$ cat src/rtl/sct_pkg.sv
`timescale 1ns / 1ps
// Shared types, codes and character helpers for the shell command tokenizer.
// No dependencies; the top level refers to everything here by scoped name.
package sct_pkg;

   // Result event codes
   localparam logic [1:0] EV_TEXT = 2'd0;
   localparam logic [1:0] EV_END  = 2'd1;
   localparam logic [1:0] EV_LINE = 2'd2;
   localparam logic [1:0] EV_ERR  = 2'd3;

   // Token kinds reported on a token end
   localparam logic [3:0] KIND_NONE   = 4'd0;
   localparam logic [3:0] KIND_WORD   = 4'd0;
   localparam logic [3:0] KIND_VAR    = 4'd1;
   localparam logic [3:0] KIND_LT     = 4'd2;
   localparam logic [3:0] KIND_GT     = 4'd3;
   localparam logic [3:0] KIND_APPEND = 4'd4;
   localparam logic [3:0] KIND_PIPE   = 4'd5;
   localparam logic [3:0] KIND_AMP    = 4'd6;
   localparam logic [3:0] KIND_SEMI   = 4'd7;
   localparam logic [3:0] KIND_LPAREN = 4'd8;
   localparam logic [3:0] KIND_RPAREN = 4'd9;

   // Characters with a meaning to the lexer
   localparam logic [7:0] CH_NUL    = 8'h00;
   localparam logic [7:0] CH_SPACE  = 8'h20;
   localparam logic [7:0] CH_TAB    = 8'h09;
   localparam logic [7:0] CH_CR     = 8'h0D;
   localparam logic [7:0] CH_LF     = 8'h0A;
   localparam logic [7:0] CH_QUOTE  = 8'h22;
   localparam logic [7:0] CH_DOLLAR = 8'h24;
   localparam logic [7:0] CH_LT     = 8'h3C;
   localparam logic [7:0] CH_GT     = 8'h3E;
   localparam logic [7:0] CH_PIPE   = 8'h7C;
   localparam logic [7:0] CH_AMP    = 8'h26;
   localparam logic [7:0] CH_SEMI   = 8'h3B;
   localparam logic [7:0] CH_LPAREN = 8'h28;
   localparam logic [7:0] CH_RPAREN = 8'h29;

   // Number of result slots one byte can fill
   localparam int unsigned MAX_RESULTS = 3;

   // Lexer mode, one-hot
   typedef enum logic [6:0] {
      MODE_IDLE   = 7'b0000001,
      MODE_WORD   = 7'b0000010,
      MODE_QUOTE  = 7'b0000100,
      MODE_SKIP   = 7'b0001000,
      MODE_DOLLAR = 7'b0010000,
      MODE_VAR    = 7'b0100000,
      MODE_GT     = 7'b1000000
   } mode_type;

   // One result item
   typedef struct packed {
      logic [1:0] event_res;
      logic [3:0] kind;
      logic [7:0] text_byte;
      logic       last;
   } item_type;

   // Outcome of lexing a byte from the idle mode
   typedef struct packed {
      mode_type mode;
      logic     emit;
      item_type item;
   } idle_type;

   function automatic logic is_space(input logic [7:0] c);
      return (c == CH_SPACE) || (c == CH_TAB) || (c == CH_CR) || (c == CH_LF);
   endfunction

   // Kind of a symbol character, KIND_NONE when not a symbol
   function automatic logic [3:0] symbol_kind(input logic [7:0] c);
      logic [3:0] k;
      k = KIND_NONE;
      unique case (c)
         CH_LT:     k = KIND_LT;
         CH_GT:     k = KIND_GT;
         CH_PIPE:   k = KIND_PIPE;
         CH_AMP:    k = KIND_AMP;
         CH_SEMI:   k = KIND_SEMI;
         CH_LPAREN: k = KIND_LPAREN;
         CH_RPAREN: k = KIND_RPAREN;
         default:   k = KIND_NONE;
      endcase
      return k;
   endfunction

   function automatic item_type make_item(input logic [1:0] ev, input logic [3:0] kind,
                                          input logic [7:0] b);
      item_type it;
      it.event_res = ev;
      it.kind      = kind;
      it.text_byte = b;
      it.last      = 1'b0;
      return it;
   endfunction

   // Start of a token: what a byte does when no token is open
   function automatic idle_type idle_step(input logic [7:0] c);
      idle_type r;
      logic [3:0] k;
      k      = symbol_kind(c);
      r.mode = MODE_IDLE;
      r.emit = 1'b0;
      r.item = make_item(EV_TEXT, KIND_NONE, CH_NUL);
      priority if (is_space(c)) begin
         r.mode = MODE_IDLE;
      end else if (c == CH_NUL) begin
         r.emit = 1'b1;
         r.item = make_item(EV_LINE, KIND_NONE, CH_NUL);
      end else if (c == CH_QUOTE) begin
         r.mode = MODE_QUOTE;
      end else if (c == CH_DOLLAR) begin
         r.mode = MODE_DOLLAR;
      end else if (c == CH_GT) begin
         r.mode = MODE_GT;
      end else if (k != KIND_NONE) begin
         r.emit = 1'b1;
         r.item = make_item(EV_END, k, CH_NUL);
      end else begin
         r.mode = MODE_WORD;
         r.emit = 1'b1;
         r.item = make_item(EV_TEXT, KIND_NONE, c);
      end
      return r;
   endfunction

endpackage

$ cat src/rtl/shell_command_tokenizer_unit.sv
`timescale 1ns / 1ps
// Shell command line tokenizer: byte-in lexer with a three-slot result buffer.
// Depends on sct_pkg for codes, types and character helpers.

// Takes one command line byte per transfer on req_ (byte 0 ends the line) and
// delivers token text bytes, token ends with their kind, line ends and an
// unmatched-quote error on rsp_, with rsp_last marking the final result of each
// byte. A byte is lexed in the cycle it is accepted and its zero to three
// results go into a register buffer; the result port then moves one result per
// cycle while rsp_ready is high. A byte that gives at most one result therefore
// sustains one byte per cycle while rsp_ready is high; a byte that gives more
// results holds the input off while the single result port drains the buffer to
// one. A new byte is taken while the last buffered result is being taken.
module shell_command_tokenizer_unit (
   input  logic       clock,
   input  logic       reset,
   input  logic       req_valid,
   output logic       req_ready,
   input  logic [7:0] req_ch,
   output logic       rsp_valid,
   input  logic       rsp_ready,
   output logic [1:0] rsp_event_res,
   output logic [3:0] rsp_kind,
   output logic [7:0] rsp_text_byte,
   output logic       rsp_last
);

   sct_pkg::mode_type mode_ff, mode_in;
   sct_pkg::item_type slot_ff [0:sct_pkg::MAX_RESULTS-1];
   sct_pkg::item_type slot_in [0:sct_pkg::MAX_RESULTS-1];
   logic [1:0]        cnt_ff, cnt_in;

   sct_pkg::item_type lex_item [0:sct_pkg::MAX_RESULTS-1];
   logic [1:0]        lex_cnt;
   sct_pkg::mode_type lex_mode;
   sct_pkg::idle_type idl;
   logic              sep;
   logic              accept;
   logic              take;

   // Handshakes: take a byte once the buffer is empty or emptying now
   assign rsp_valid = (cnt_ff != 2'd0);
   assign take      = rsp_valid && rsp_ready;
   assign req_ready = (cnt_ff == 2'd0) || ((cnt_ff == 2'd1) && rsp_ready);
   assign accept    = req_valid && req_ready;

   // Lex the incoming byte against the current mode
   always_comb begin
      for (int i = 0; i < sct_pkg::MAX_RESULTS; i++) begin
         lex_item[i] = sct_pkg::make_item(sct_pkg::EV_TEXT, sct_pkg::KIND_NONE,
                                          sct_pkg::CH_NUL);
      end
      lex_cnt  = 2'd0;
      lex_mode = mode_ff;
      idl      = sct_pkg::idle_step(req_ch);
      sep      = (req_ch == sct_pkg::CH_NUL) || sct_pkg::is_space(req_ch);

      unique case (mode_ff)
         sct_pkg::MODE_WORD: begin
            if (sep || (sct_pkg::symbol_kind(req_ch) != sct_pkg::KIND_NONE)) begin
               lex_item[lex_cnt] = sct_pkg::make_item(sct_pkg::EV_END,
                                                      sct_pkg::KIND_WORD, sct_pkg::CH_NUL);
               lex_cnt = lex_cnt + 2'd1;
               if (idl.emit) begin
                  lex_item[lex_cnt] = idl.item;
                  lex_cnt = lex_cnt + 2'd1;
               end
               lex_mode = idl.mode;
            end else begin
               lex_item[lex_cnt] = sct_pkg::make_item(sct_pkg::EV_TEXT,
                                                      sct_pkg::KIND_NONE, req_ch);
               lex_cnt = lex_cnt + 2'd1;
            end
         end
         sct_pkg::MODE_QUOTE: begin
            priority if (req_ch == sct_pkg::CH_QUOTE) begin
               lex_item[lex_cnt] = sct_pkg::make_item(sct_pkg::EV_END,
                                                      sct_pkg::KIND_WORD, sct_pkg::CH_NUL);
               lex_cnt  = lex_cnt + 2'd1;
               lex_mode = sct_pkg::MODE_SKIP;
            end else if (req_ch == sct_pkg::CH_NUL) begin
               lex_item[lex_cnt] = sct_pkg::make_item(sct_pkg::EV_ERR,
                                                      sct_pkg::KIND_NONE, sct_pkg::CH_NUL);
               lex_cnt  = lex_cnt + 2'd1;
               lex_mode = sct_pkg::MODE_IDLE;
            end else begin
               lex_item[lex_cnt] = sct_pkg::make_item(sct_pkg::EV_TEXT,
                                                      sct_pkg::KIND_NONE, req_ch);
               lex_cnt = lex_cnt + 2'd1;
            end
         end
         sct_pkg::MODE_SKIP: begin
            // Drop glued bytes after a closing quote
            if (sep || (sct_pkg::symbol_kind(req_ch) != sct_pkg::KIND_NONE)) begin
               if (idl.emit) begin
                  lex_item[lex_cnt] = idl.item;
                  lex_cnt = lex_cnt + 2'd1;
               end
               lex_mode = idl.mode;
            end
         end
         sct_pkg::MODE_DOLLAR: begin
            if (sep) begin
               // Lone dollar is the plain word "$"
               lex_item[lex_cnt] = sct_pkg::make_item(sct_pkg::EV_TEXT,
                                                      sct_pkg::KIND_NONE, sct_pkg::CH_DOLLAR);
               lex_cnt = lex_cnt + 2'd1;
               lex_item[lex_cnt] = sct_pkg::make_item(sct_pkg::EV_END,
                                                      sct_pkg::KIND_WORD, sct_pkg::CH_NUL);
               lex_cnt = lex_cnt + 2'd1;
               if (idl.emit) begin
                  lex_item[lex_cnt] = idl.item;
                  lex_cnt = lex_cnt + 2'd1;
               end
               lex_mode = idl.mode;
            end else begin
               lex_item[lex_cnt] = sct_pkg::make_item(sct_pkg::EV_TEXT,
                                                      sct_pkg::KIND_NONE, req_ch);
               lex_cnt  = lex_cnt + 2'd1;
               lex_mode = sct_pkg::MODE_VAR;
            end
         end
         sct_pkg::MODE_VAR: begin
            if (sep) begin
               lex_item[lex_cnt] = sct_pkg::make_item(sct_pkg::EV_END,
                                                      sct_pkg::KIND_VAR, sct_pkg::CH_NUL);
               lex_cnt = lex_cnt + 2'd1;
               if (idl.emit) begin
                  lex_item[lex_cnt] = idl.item;
                  lex_cnt = lex_cnt + 2'd1;
               end
               lex_mode = idl.mode;
            end else begin
               lex_item[lex_cnt] = sct_pkg::make_item(sct_pkg::EV_TEXT,
                                                      sct_pkg::KIND_NONE, req_ch);
               lex_cnt = lex_cnt + 2'd1;
            end
         end
         sct_pkg::MODE_GT: begin
            // Resolve a pending '>' as append or plain redirect
            if (req_ch == sct_pkg::CH_GT) begin
               lex_item[lex_cnt] = sct_pkg::make_item(sct_pkg::EV_END,
                                                      sct_pkg::KIND_APPEND, sct_pkg::CH_NUL);
               lex_cnt  = lex_cnt + 2'd1;
               lex_mode = sct_pkg::MODE_IDLE;
            end else begin
               lex_item[lex_cnt] = sct_pkg::make_item(sct_pkg::EV_END,
                                                      sct_pkg::KIND_GT, sct_pkg::CH_NUL);
               lex_cnt = lex_cnt + 2'd1;
               if (idl.emit) begin
                  lex_item[lex_cnt] = idl.item;
                  lex_cnt = lex_cnt + 2'd1;
               end
               lex_mode = idl.mode;
            end
         end
         default: begin
            if (idl.emit) begin
               lex_item[lex_cnt] = idl.item;
               lex_cnt = lex_cnt + 2'd1;
            end
            lex_mode = idl.mode;
         end
      endcase

      // Flag the final result of this byte
      if (lex_cnt != 2'd0) begin
         lex_item[lex_cnt - 2'd1].last = 1'b1;
      end
   end

   // Load the buffer on a byte transfer, shift it down on a result transfer
   always_comb begin
      mode_in = mode_ff;
      cnt_in  = cnt_ff;
      for (int i = 0; i < sct_pkg::MAX_RESULTS; i++) begin
         slot_in[i] = slot_ff[i];
      end
      if (accept) begin
         mode_in = lex_mode;
         cnt_in  = lex_cnt;
         for (int i = 0; i < sct_pkg::MAX_RESULTS; i++) begin
            slot_in[i] = lex_item[i];
         end
      end else if (take) begin
         cnt_in = cnt_ff - 2'd1;
         for (int i = 0; i < sct_pkg::MAX_RESULTS - 1; i++) begin
            slot_in[i] = slot_ff[i + 1];
         end
      end
   end

   // Control registers
   always_ff @(posedge clock) begin
      if (reset) begin
         mode_ff <= sct_pkg::MODE_IDLE;
         cnt_ff  <= 2'd0;
      end else begin
         mode_ff <= mode_in;
         cnt_ff  <= cnt_in;
      end
   end

   // Result slots
   always_ff @(posedge clock) begin
      for (int i = 0; i < sct_pkg::MAX_RESULTS; i++) begin
         slot_ff[i] <= slot_in[i];
      end
   end

   // Present the head slot
   assign rsp_event_res = slot_ff[0].event_res;
   assign rsp_kind      = slot_ff[0].kind;
   assign rsp_text_byte = slot_ff[0].text_byte;
   assign rsp_last      = slot_ff[0].last;

endmodule
$ cat config.mk
export PLATFORM = sky130hd
export DESIGN_NAME = shell_command_tokenizer_unit
export DESIGN_NICKNAME = d
export VERILOG_FILES = /design/src/rtl/sct_pkg.sv /design/src/rtl/shell_command_tokenizer_unit.sv
export SDC_FILE = /design/constraint.sdc
export NUM_CORES = 1
export LEC_CHECK = 0
export ABC_CLOCK_PERIOD_IN_PS = 3900
export BUFFER_PORTS_ARGS = -buffer_cell sky130_fd_sc_hd__buf_2
export CORE_MARGIN = 5
export CORE_UTILIZATION = 45
export DETAILED_ROUTE_END_ITERATION = 8
export GPL_TIMING_DRIVEN = 0
export HOLD_SLACK_MARGIN = 0.06
export PLACE_DENSITY = 0.67
export SLEW_MARGIN = 20
export SYNTH_ARGS = -nofsm -noshare
export SYNTH_HDL_FRONTEND = slang
export SYNTH_SLANG_ARGS = --single-unit
$ cat constraint.sdc
create_clock -name clock -period 3.9 [get_ports clock]
set_clock_uncertainty 0.2 [all_clocks]
set_input_delay 1.17 -clock clock [delete_from_list [all_inputs] [get_ports clock]]
set_output_delay 1.17 -clock clock [all_outputs]
set_load 0.01 [all_outputs]
==> impl_metrics.env, run 1 <==
export IMPL_rows=30
export IMPL_status="finished clean"
export IMPL_h_tree_depth=2
export IMPL_setup_ws_ns=0.247
export IMPL_hold_class="reg2reg"
export IMPL_top_layer_used="met4"
export IMPL_synthCells=300
export IMPL_wl_met3_um=449
export IMPL_vias=2407
export IMPL_ant_nets=0
export IMPL_cts_sinks=54
export IMPL_clock_latency_ns=0.31
export IMPL_p_leak_nw=1.33
export IMPL_grt_max_degree=35
export IMPL_wire_per_inst_um=16.7
export IMPL_yosysSeqAreaShare_pct=50.4
export IMPL_grt_pass1_vias=2208
export IMPL_max_cap_viol_count=0
export IMPL_post_dp_hpwl_mm=5.20
export IMPL_reg2reg_slack_ns=1.03
export IMPL_diodes=0
export IMPL_path_max_fanout=10
export IMPL_die_area_mm2=0.00850
export IMPL_final_nets=359
export IMPL_hold_worst_slack_ns=0.329
export IMPL_syn_to_final_growth_pct=12.1
export IMPL_powerDensity_mw_per_mm2=446
export IMPL_post_synth_cell_area_avg_um2=10.1
export IMPL_routed_via_density=5.65
export IMPL_ctsResizeCount=0
export IMPL_layout_commonest_cell="edfxtp_1"
export IMPL_die_w_um=92.2
export IMPL_synth_edf_count=45
export IMPL_numCtsBuffers=5
export IMPL_preCtsSetupSlack_ns=-0.111
export IMPL_crit_required_ns=3.74
export IMPL_cts_hold_buf=0
export IMPL_cts_tree="yes"
export IMPL_setup_violations=0
export IMPL_drtIter0Drc=194
export IMPL_rsz0062_at_grt="no"
export IMPL_cts_setup_buffers=0
export IMPL_core_mm2=0.00668
export IMPL_internal_power_mw=1.06
export IMPL_swShare_pct=30.1
export IMPL_crit_arrival_ns=3.49
export IMPL_ys_ff_latch=54
export IMPL_finalCriticalPeriod_ns=3.65
export IMPL_tightest_slew_ns=0.800
export IMPL_power_frac_comb_pct=26.3
export IMPL_worstSetupPathType="in2reg"
export IMPL_final_area_mm2=0.00341
export IMPL_chipHeight_um=92.2
export IMPL_max_slew_margin_pct=46.7
export IMPL_seqPwrFrac_pct=52.6
export IMPL_synthArstFlopShare_pct=0
export IMPL_startpoint_type="primary input"
export IMPL_ff2ff_path_depth=7
export IMPL_antenna_found_initial=0
export IMPL_cp_endpoint="slot_ff[0][7]"
export IMPL_clock_power_share_pct=21.1
export IMPL_drtPass1Iterations=5
export IMPL_synth_distinct_cells=60
export IMPL_cts_clk_slew_worst_paths_ns=0.11
export IMPL_io_pins=29
export IMPL_fill_cells=648
export IMPL_wl_met2_mm=3.22
export IMPL_start_util_pct=45.5
export IMPL_wl_met1_mm=3.33
export IMPL_p_sw_mw=0.457
export IMPL_yosysWarnings=0
export IMPL_peakVddDrop_mv=0.177
export IMPL_grt_usage_pct=17.1
export IMPL_max_clock_freq_mhz=274
export IMPL_ys_flop_type="edfxtp_1"
export IMPL_gp_congestion=0.878
export IMPL_finalHoldViolCount=0
export IMPL_grt_first_pass_wirelength_mm=11.4
export IMPL_root_buffer="clkbuf_8"
export IMPL_postPlaceCellArea_mm2=0.00332
export IMPL_layout_common_cells="edfxtp_1, nor2_1, nand2_1"
export IMPL_portBuffers=26
export IMPL_timing_rr_start="mode_ff[5]"
export IMPL_finalCritPeriodShare_pct=93.7
export IMPL_maxSlewViolCount=0
export IMPL_drc=0
export IMPL_crit_path_end_kind="flop"
export IMPL_total_power_mw=1.52
export IMPL_grt_ovfl_total=0
export IMPL_clk_path_buf_depth=2
export IMPL_worstSetupStartpoint="req_ch[2]"
export IMPL_netlist_area_mm2=0.00304
export IMPL_drive_above_1_share_pct=19.1
export IMPL_reg2reg_to="slot_ff[0][7]"
export IMPL_routed_wl_mm=7.13
## cells in the mapped netlist, drive strengths merged (2+ instances only)
library cell	n	area (µm²)
a211oi	5	62.6
a21o	2	15.0
a21oi	16	80.1
a22o	12	105
a22oi	2	15.0
a31oi	3	18.8
and2	3	18.8
and3	6	37.5
and4bb	2	25.0
buf	18	124
clkbuf	9	33.8
dfxtp	9	180
edfxtp	45	1350
ha	2	25.0
inv	7	26.3
mux2	2	22.5
mux2i	6	60.1
nand2	33	124
nand2b	4	25.0
nand3	12	60.1
nand4	3	18.8
nor2	35	131
nor2b	3	18.8
nor3	8	40.0
nor4	2	25.0
o211ai	2	20.0
o21a	2	15.0
o21ai	18	93.8
o21bai	3	33.8
o31ai	2	15.0
or2	2	12.5
## registers in the layout, summed over array words and instances, names as in the netlist
| name | flops |
|---|---|
| mode_ff | 7 |
| slot_ff | 45 |
| cnt_ff | 2 |
## critical path, cell delays in order
cell and delay (ns):
buf_2 0.08, clkbuf_1 0.37, nor2_1 0.13, o21a_1 0.14, o21a_1 0.26, nor2_1 0.43, o21ai_2 0.22, a211oi_1 0.57
a21oi_1 0.11
## through the flow
step | setup TNS, ns | utilization [%] | std cells
after floorplan | 0 | - | 312
after global placement | -0.350 | 49.6 | 418
after detailed placement | -0.256 | 49.6 | 418
after CTS | 0 | 51.0 | 426
after global routing | 0 | 51.0 | 426
final | 0 | 51.0 | 426
## metal layers
| layer | GRT usage, % | up-vias |
|---|---|---|
| met5 | 0 | - |
| met4 | 5.45 | 0 |
| met3 | 3.28 | 12 |
| met2 | 26.9 | 97 |
| met1 | 23.7 | 1121 |
| li1 | - | 1177 |
## worst min path at each step
stage | start | to | slack, ns | cells after the start
2_1_floorplan | slot_ff[0][27] | slot_ff[0][12] | 0.28 | 2
3_3_place_gp | slot_ff[0][27] | slot_ff[0][12] | 0.30 | 2
3_5_place_dp | slot_ff[0][27] | slot_ff[0][12] | 0.31 | 2
4_1_cts | slot_ff[0][27] | slot_ff[0][12] | 0.33 | 2
5_1_grt | slot_ff[0][40] | slot_ff[0][25] | 0.36 | 1
6_report | slot_ff[0][27] | slot_ff[0][12] | 0.33 | 2
## kinds of logic (layout without fill, tap and decap cells)
group / count (synthesis) / after routing / synth area share (%)
mux: 8 / 8 / 2.72
other cells: 1 / 13 / 0.123
simple gates: 122 / 122 / 20.5
compound gates: 77 / 77 / 18.8
xor+xnor: 2 / 2 / 0.576
flops: 54 / 54 / 50.4
fa+ha+maj: 2 / 2 / 0.823
buf+inv: 34 / 68 / 6.05
## layout make-up
| class | instances | area (µm²) | area share, % |
|---|---|---|---|
| repair buffers | 26 | 130 | 3.82 |
| well taps | 80 | 100 | 2.94 |
| flip-flops and latches | 54 | 1530 | 44.9 |
| clock inverters | 3 | 21.3 | 0.624 |
| multi-input cells | 224 | 1370 | 40.2 |
| plain buffers | 27 | 159 | 4.66 |
| clock buffers | 5 | 68.8 | 2.02 |
| inverters | 7 | 26.3 | 0.771 |
## power groups by stage
stage	Sequential [mW]	Clock (mW)	Combinational (mW)
2_1_floorplan	0.803	0	0.283
3_3_place_gp	0.809	0	0.395
3_5_place_dp	0.814	0	0.400
4_1_cts	0.801	0.329	0.401
5_1_grt	0.809	0.348	0.438
6_report	0.800	0.320	0.400
Note: power is estimated with default switching activity, not from simulation.
==> run 2, diff against run 1 <==
CORE_UTILIZATION = 25   (was 45)
PLACE_DENSITY = 0.44   (was 0.67)
==> run 2 against run 1 <==
Effect of this change: setup slack got worse by 0.050 ns; cell area up 4.1%; first-iteration DRC count increased by 23%; fmax fell by 1.3%; core utilization down 21 points; non-clock buffer count is the same; via count is 2.6% lower; final cell count grew 16%; sequential share of layout area decreased by 1.8 points; combinational power about the same; largest power group unchanged.
==> impl_metrics.env, run 2 (same netlist as run 1, synthesis figures left out) <==
export IMPL_layout_commonest_cell="edfxtp_1"
export IMPL_rows=40
export IMPL_syn_to_final_growth_pct=16.7
export IMPL_peakVddDrop_mv=0.167
export IMPL_final_cells=493
export IMPL_final_util_pct=29.7
export IMPL_seqPwrFrac_pct=48.3
export IMPL_root_buffer="clkbuf_16"
export IMPL_max_clock_freq_mhz=270
export IMPL_grt_ovfl_total=0
export IMPL_grt_pass1_vias=2160
export IMPL_die_area_mm2=0.0145
export IMPL_hold_worst_slack_ns=0.311
export IMPL_status="finished clean"
export IMPL_reg2reg_slack_ns=0.92
export IMPL_clock_power_share_pct=27.3
export IMPL_finalCriticalPeriod_ns=3.70
export IMPL_internal_power_mw=1.18
export IMPL_drc=0
export IMPL_rsz0062_at_grt="no"
export IMPL_reg2reg_to="slot_ff[0][5]"
export IMPL_gp_congestion=0.862
export IMPL_timing_rr_start="mode_ff[5]"
export IMPL_start_util_pct=25.4
export IMPL_maxSlewViolCount=0
export IMPL_routed_via_density=4.75
export IMPL_numCtsBuffers=5
export IMPL_routed_wl_mm=7.73
export IMPL_finalHoldViolCount=0
export IMPL_io_pins=29
export IMPL_placed_cells=485
export IMPL_largest_register_ffs=45
export IMPL_crit_arrival_ns=3.53
export IMPL_h_tree_depth=2
export IMPL_crit_required_ns=3.72
export IMPL_grt_max_degree=35
export IMPL_finalCritPeriodShare_pct=95.0
export IMPL_cts_setup_buffers=0
export IMPL_drtPass1Iterations=4
export IMPL_layout_common_cells="edfxtp_1, nor2_1, nand2_1"
export IMPL_swShare_pct=28.7
export IMPL_power_frac_comb_pct=24.4
export IMPL_min_to="slot_ff[0][12]"
export IMPL_total_power_mw=1.65
export IMPL_hold_depth=2
export IMPL_cts_sinks=54
export IMPL_final_nets=359
export IMPL_p_sw_mw=0.474
export IMPL_diodes=0
export IMPL_grt_usage_pct=11.0
export IMPL_tightest_slew_ns=0.875
export IMPL_p_leak_nw=1.35
export IMPL_hold_class="reg2reg"
export IMPL_path_max_fanout=7
export IMPL_startpoint_type="primary input"
export IMPL_powerDensity_mw_per_mm2=465
export IMPL_cts_tree="yes"
export IMPL_clk_path_buf_depth=2
export IMPL_crit_path_end_kind="flop"
export IMPL_antenna_found_initial=0
export IMPL_reg_largest_list="slot_ff: 45 flops, mode_ff: 7 flops, cnt_ff: 2 flops"
export IMPL_ctsResizeCount=0
export IMPL_cts_hold_buf=0
export IMPL_min_from="slot_ff[0][27]"
export IMPL_wire_per_inst_um=15.7
export IMPL_setup_violations=0
export IMPL_cts_clk_slew_worst_paths_ns=0.07
export IMPL_chipHeight_um=120
export IMPL_post_dp_hpwl_mm=5.55
export IMPL_max_cap_viol_count=0
export IMPL_regMostFlops="slot_ff"
export IMPL_drtIter0Drc=238
export IMPL_drive_above_1_share_pct=19.1
export IMPL_die_w_um=120
export IMPL_ant_nets=0
export IMPL_core_mm2=0.0120
export IMPL_clock_latency_ns=0.30
export IMPL_portBuffers=26
export IMPL_max_slew_margin_pct=41.2
export IMPL_worstSetupPathType="in2reg"
export IMPL_ff2ff_path_depth=7
export IMPL_vias=2344
export IMPL_grt_first_pass_wirelength_mm=12.4
==> run 2: how the worst max path moves through the flow <==
stage	from	to	slack [ns]	cells after the start
2_1_floorplan	req_ch[2]	slot_ff[0][2]	0.68	8
3_3_place_gp	req_ch[2]	slot_ff[0][2]	-0.27	9
3_5_place_dp	req_ch[4]	slot_ff[0][2]	-0.22	8
4_1_cts	req_ch[4]	slot_ff[0][2]	0.10	8
5_1_grt	req_ch[4]	slot_ff[0][7]	0.01	8
6_report	req_ch[4]	slot_ff[0][5]	0.20	8
==> run 2: critical path: stages <==
cell and delay [ns]:
buf_2 0.15, nor4b_2 0.55, nand3_1 0.31, and3_1 0.31
nand2_1 0.21, nor2_1 0.11, a211oi_1 0.63, a21oi_1 0.08
==> run 2: layout make-up <==
type / instances / area [µm²]
clock buffers: 5 / 125
plain buffers: 27 / 159
well taps: 147 / 184
flip-flops and latches: 54 / 1530
fillers: 1233 / 8410
clock inverters: 3 / 21.3
inverters: 7 / 26.3
multi-input cells: 224 / 1370
repair buffers: 26 / 130
==> run 2: stage by stage <==
stage,area [µm²],setup WS (ns),TNS (ns)
2_1_floorplan,3090,0.676,0
3_3_place_gp,3400,-0.269,-0.988
3_5_place_dp,3400,-0.220,-0.766
4_1_cts,3550,0.103,0
5_1_grt,3550,0.0130,0
6_report,3550,0.197,0
==> run 2: layer usage <==
layer  part of all wire (%)  global-route usage, %
met4                    1.5                   3.97
met1                     47                   15.2
met2                     45                   17.2
met5                      0                      0
met3                    5.9                   2.01
==> run 2: power groups by stage <==
stage / sequential (mW) / clock (mW) / combinational [mW]
after floorplan: 0.803 / 0 / 0.283
after global placement: 0.809 / 0 / 0.411
after detailed placement: 0.811 / 0 / 0.412
after CTS: 0.798 / 0.467 / 0.413
after global routing: 0.806 / 0.492 / 0.451
final: 0.796 / 0.450 / 0.403
==> run 3, diff against run 2 <==
==> constraint.sdc (replaced) <==
create_clock -name clock -period 3.9 [get_ports clock]
set_clock_uncertainty 0.2 [all_clocks]
set_input_delay 0.195 -clock clock [delete_from_list [all_inputs] [get_ports clock]]
set_output_delay 0.195 -clock clock [all_outputs]
set_load 0.01 [all_outputs]
==> run 3 against run 2 <==
Effect of this change: clock-buffer cell count stayed put; die area stayed put; first-iteration DRC count is 10% lower; hold slack worse by 0.21 ns; routed wire length is 0.16% lower; cell area hardly changed; fmax is 20% higher; largest cell class unchanged; largest power group unchanged; highest routed layer unchanged.
==> impl_metrics.env, run 3 (same netlist as run 1, synthesis figures left out) <==
export IMPL_status="finished clean"
export IMPL_antenna_found_initial=0
export IMPL_cts_setup_buffers=0
export IMPL_finalCritPeriodShare_pct=79.0
export IMPL_final_nets=359
export IMPL_clock_latency_ns=0.30
export IMPL_max_slew_margin_pct=42.4
export IMPL_path_max_fanout=7
export IMPL_max_clock_freq_mhz=325
export IMPL_finalCriticalPeriod_ns=3.08
export IMPL_fill_cells=1234
export IMPL_path_delay_family="compound AO/OA/AOI/OAI gates"
export IMPL_die_w_um=120
export IMPL_portBuffers=26
export IMPL_setup_ws_ns=0.820
export IMPL_wire_per_inst_um=15.7
export IMPL_die_area_mm2=0.0145
export IMPL_preCtsSetupSlack_ns=0.755
export IMPL_ant_nets=0
export IMPL_cts_sinks=54
export IMPL_grt_usage_pct=11.0
export IMPL_routed_wl_mm=7.72
export IMPL_peakVddDrop_mv=0.166
export IMPL_cpMaxStageDelayCell="a2111oi_0"
export IMPL_cts_clk_slew_worst_paths_ns=0.07
export IMPL_p_leak_nw=1.35
export IMPL_syn_to_final_growth_pct=16.7
export IMPL_setup_violations=0
export IMPL_start_util_pct=25.4
export IMPL_setup_tns_ns=0
export IMPL_maxSlewViolCount=0
export IMPL_crit_arrival_ns=2.91
export IMPL_chipHeight_um=120
export IMPL_vias=2348
export IMPL_crit_required_ns=3.72
export IMPL_critPathBufInv=0
export IMPL_powerDensity_mw_per_mm2=464
export IMPL_clk_path_buf_depth=2
export IMPL_max_cap_viol_count=0
export IMPL_grt_pass1_vias=2160
export IMPL_grt_first_pass_wirelength_mm=12.4
export IMPL_cpPeakStageDelay_ns=0.67
export IMPL_rsz0062_at_grt="no"
export IMPL_drive_above_1_share_pct=19.1
export IMPL_cts_tree="yes"
export IMPL_hold_class="in2reg"
export IMPL_grt_ovfl_total=0
export IMPL_ctsResizeCount=0
export IMPL_reg_largest_list="slot_ff: 45 flops, mode_ff: 7 flops, cnt_ff: 2 flops"
export IMPL_grt_max_degree=35
export IMPL_h_tree_depth=2
export IMPL_routed_via_density=4.76
export IMPL_startpoint_type="flop"
export IMPL_worstSetupPathType="reg2reg"
export IMPL_final_area_mm2=0.00355
export IMPL_regMostFlops="slot_ff"
export IMPL_root_buffer="clkbuf_16"
export IMPL_tightest_slew_ns=0.857
export IMPL_diodes=0
export IMPL_final_util_pct=29.7
export IMPL_io_pins=29
export IMPL_drc=0
export IMPL_placed_cells=485
export IMPL_postPlaceCellArea_mm2=0.00340
export IMPL_drtPass1Iterations=6
export IMPL_crit_path_end_kind="flop"
export IMPL_drtIter0Drc=214
export IMPL_largest_register_ffs=45
export IMPL_numCtsBuffers=5
export IMPL_gp_congestion=0.862
export IMPL_rows=40
export IMPL_finalHoldViolCount=0
export IMPL_final_cells=493
export IMPL_path_cells="nor4_2, o211ai_1, o21ai_0, nand2b_1, o21ai_2, a2111oi_0, o31ai_1"
export IMPL_post_dp_hpwl_mm=5.55
export IMPL_core_mm2=0.0120
export IMPL_layout_commonest_cell="edfxtp_1"
export IMPL_layout_common_cells="edfxtp_1, nor2_1, nand2_1"
export IMPL_cts_hold_buf=0
run 3: cell type report:
class,instances,area (µm²),area share [%]
Buffer,27,159,4.48
Clock buffer,5,125,3.53
Clock inverter,3,21.3,0.600
Inverter,7,26.3,0.741
Multi-Input combinational cell,224,1370,38.6
Sequential cell,54,1530,43.2
Tap cell,147,184,5.19
Timing Repair Buffer,26,130,3.67
run 3: metal layers:
metal  share of wire, %  vias to the layer above  GRT usage, %  wire length, µm
li1                   -                     1176             -                -
met1                 48                     1097          15.2             3670
met2                 45                       68          17.2             3500
met3                5.6                        7          2.01              435
met4                1.5                        0          3.97              117
met5                  0                        -             0                0
run 3: where the power goes:
part	total [mW]	leakage [nW]	internal, mW	switching [mW]
logic	0.402	0.764	0.170	0.232
clock network	0.448	0.0714	0.239	0.210
registers	0.796	0.518	0.767	0.0297
total	1.65	1.35	1.17	0.472
run 3: final timing paths:
path | from | to | slack, ns | depth (start not counted)
worst max register to register | mode_ff[5] | slot_ff[0][2] | 0.82 | 7
worst min register to register | slot_ff[0][27] | slot_ff[0][12] | 0.31 | 2
worst max-delay path | mode_ff[5] | slot_ff[0][2] | 0.82 | 7
worst min-delay path | reset | mode_ff[1] | 0.1 | 2
run 3: metrics by stage:
stage	power [mW]	hold WS [ns]
finish	1.65	0.0960
detailed placement	1.22	0.294
global placement	1.22	0.298
global route	1.75	0.0997
CTS	1.68	0.0947
floorplan	1.09	0.197
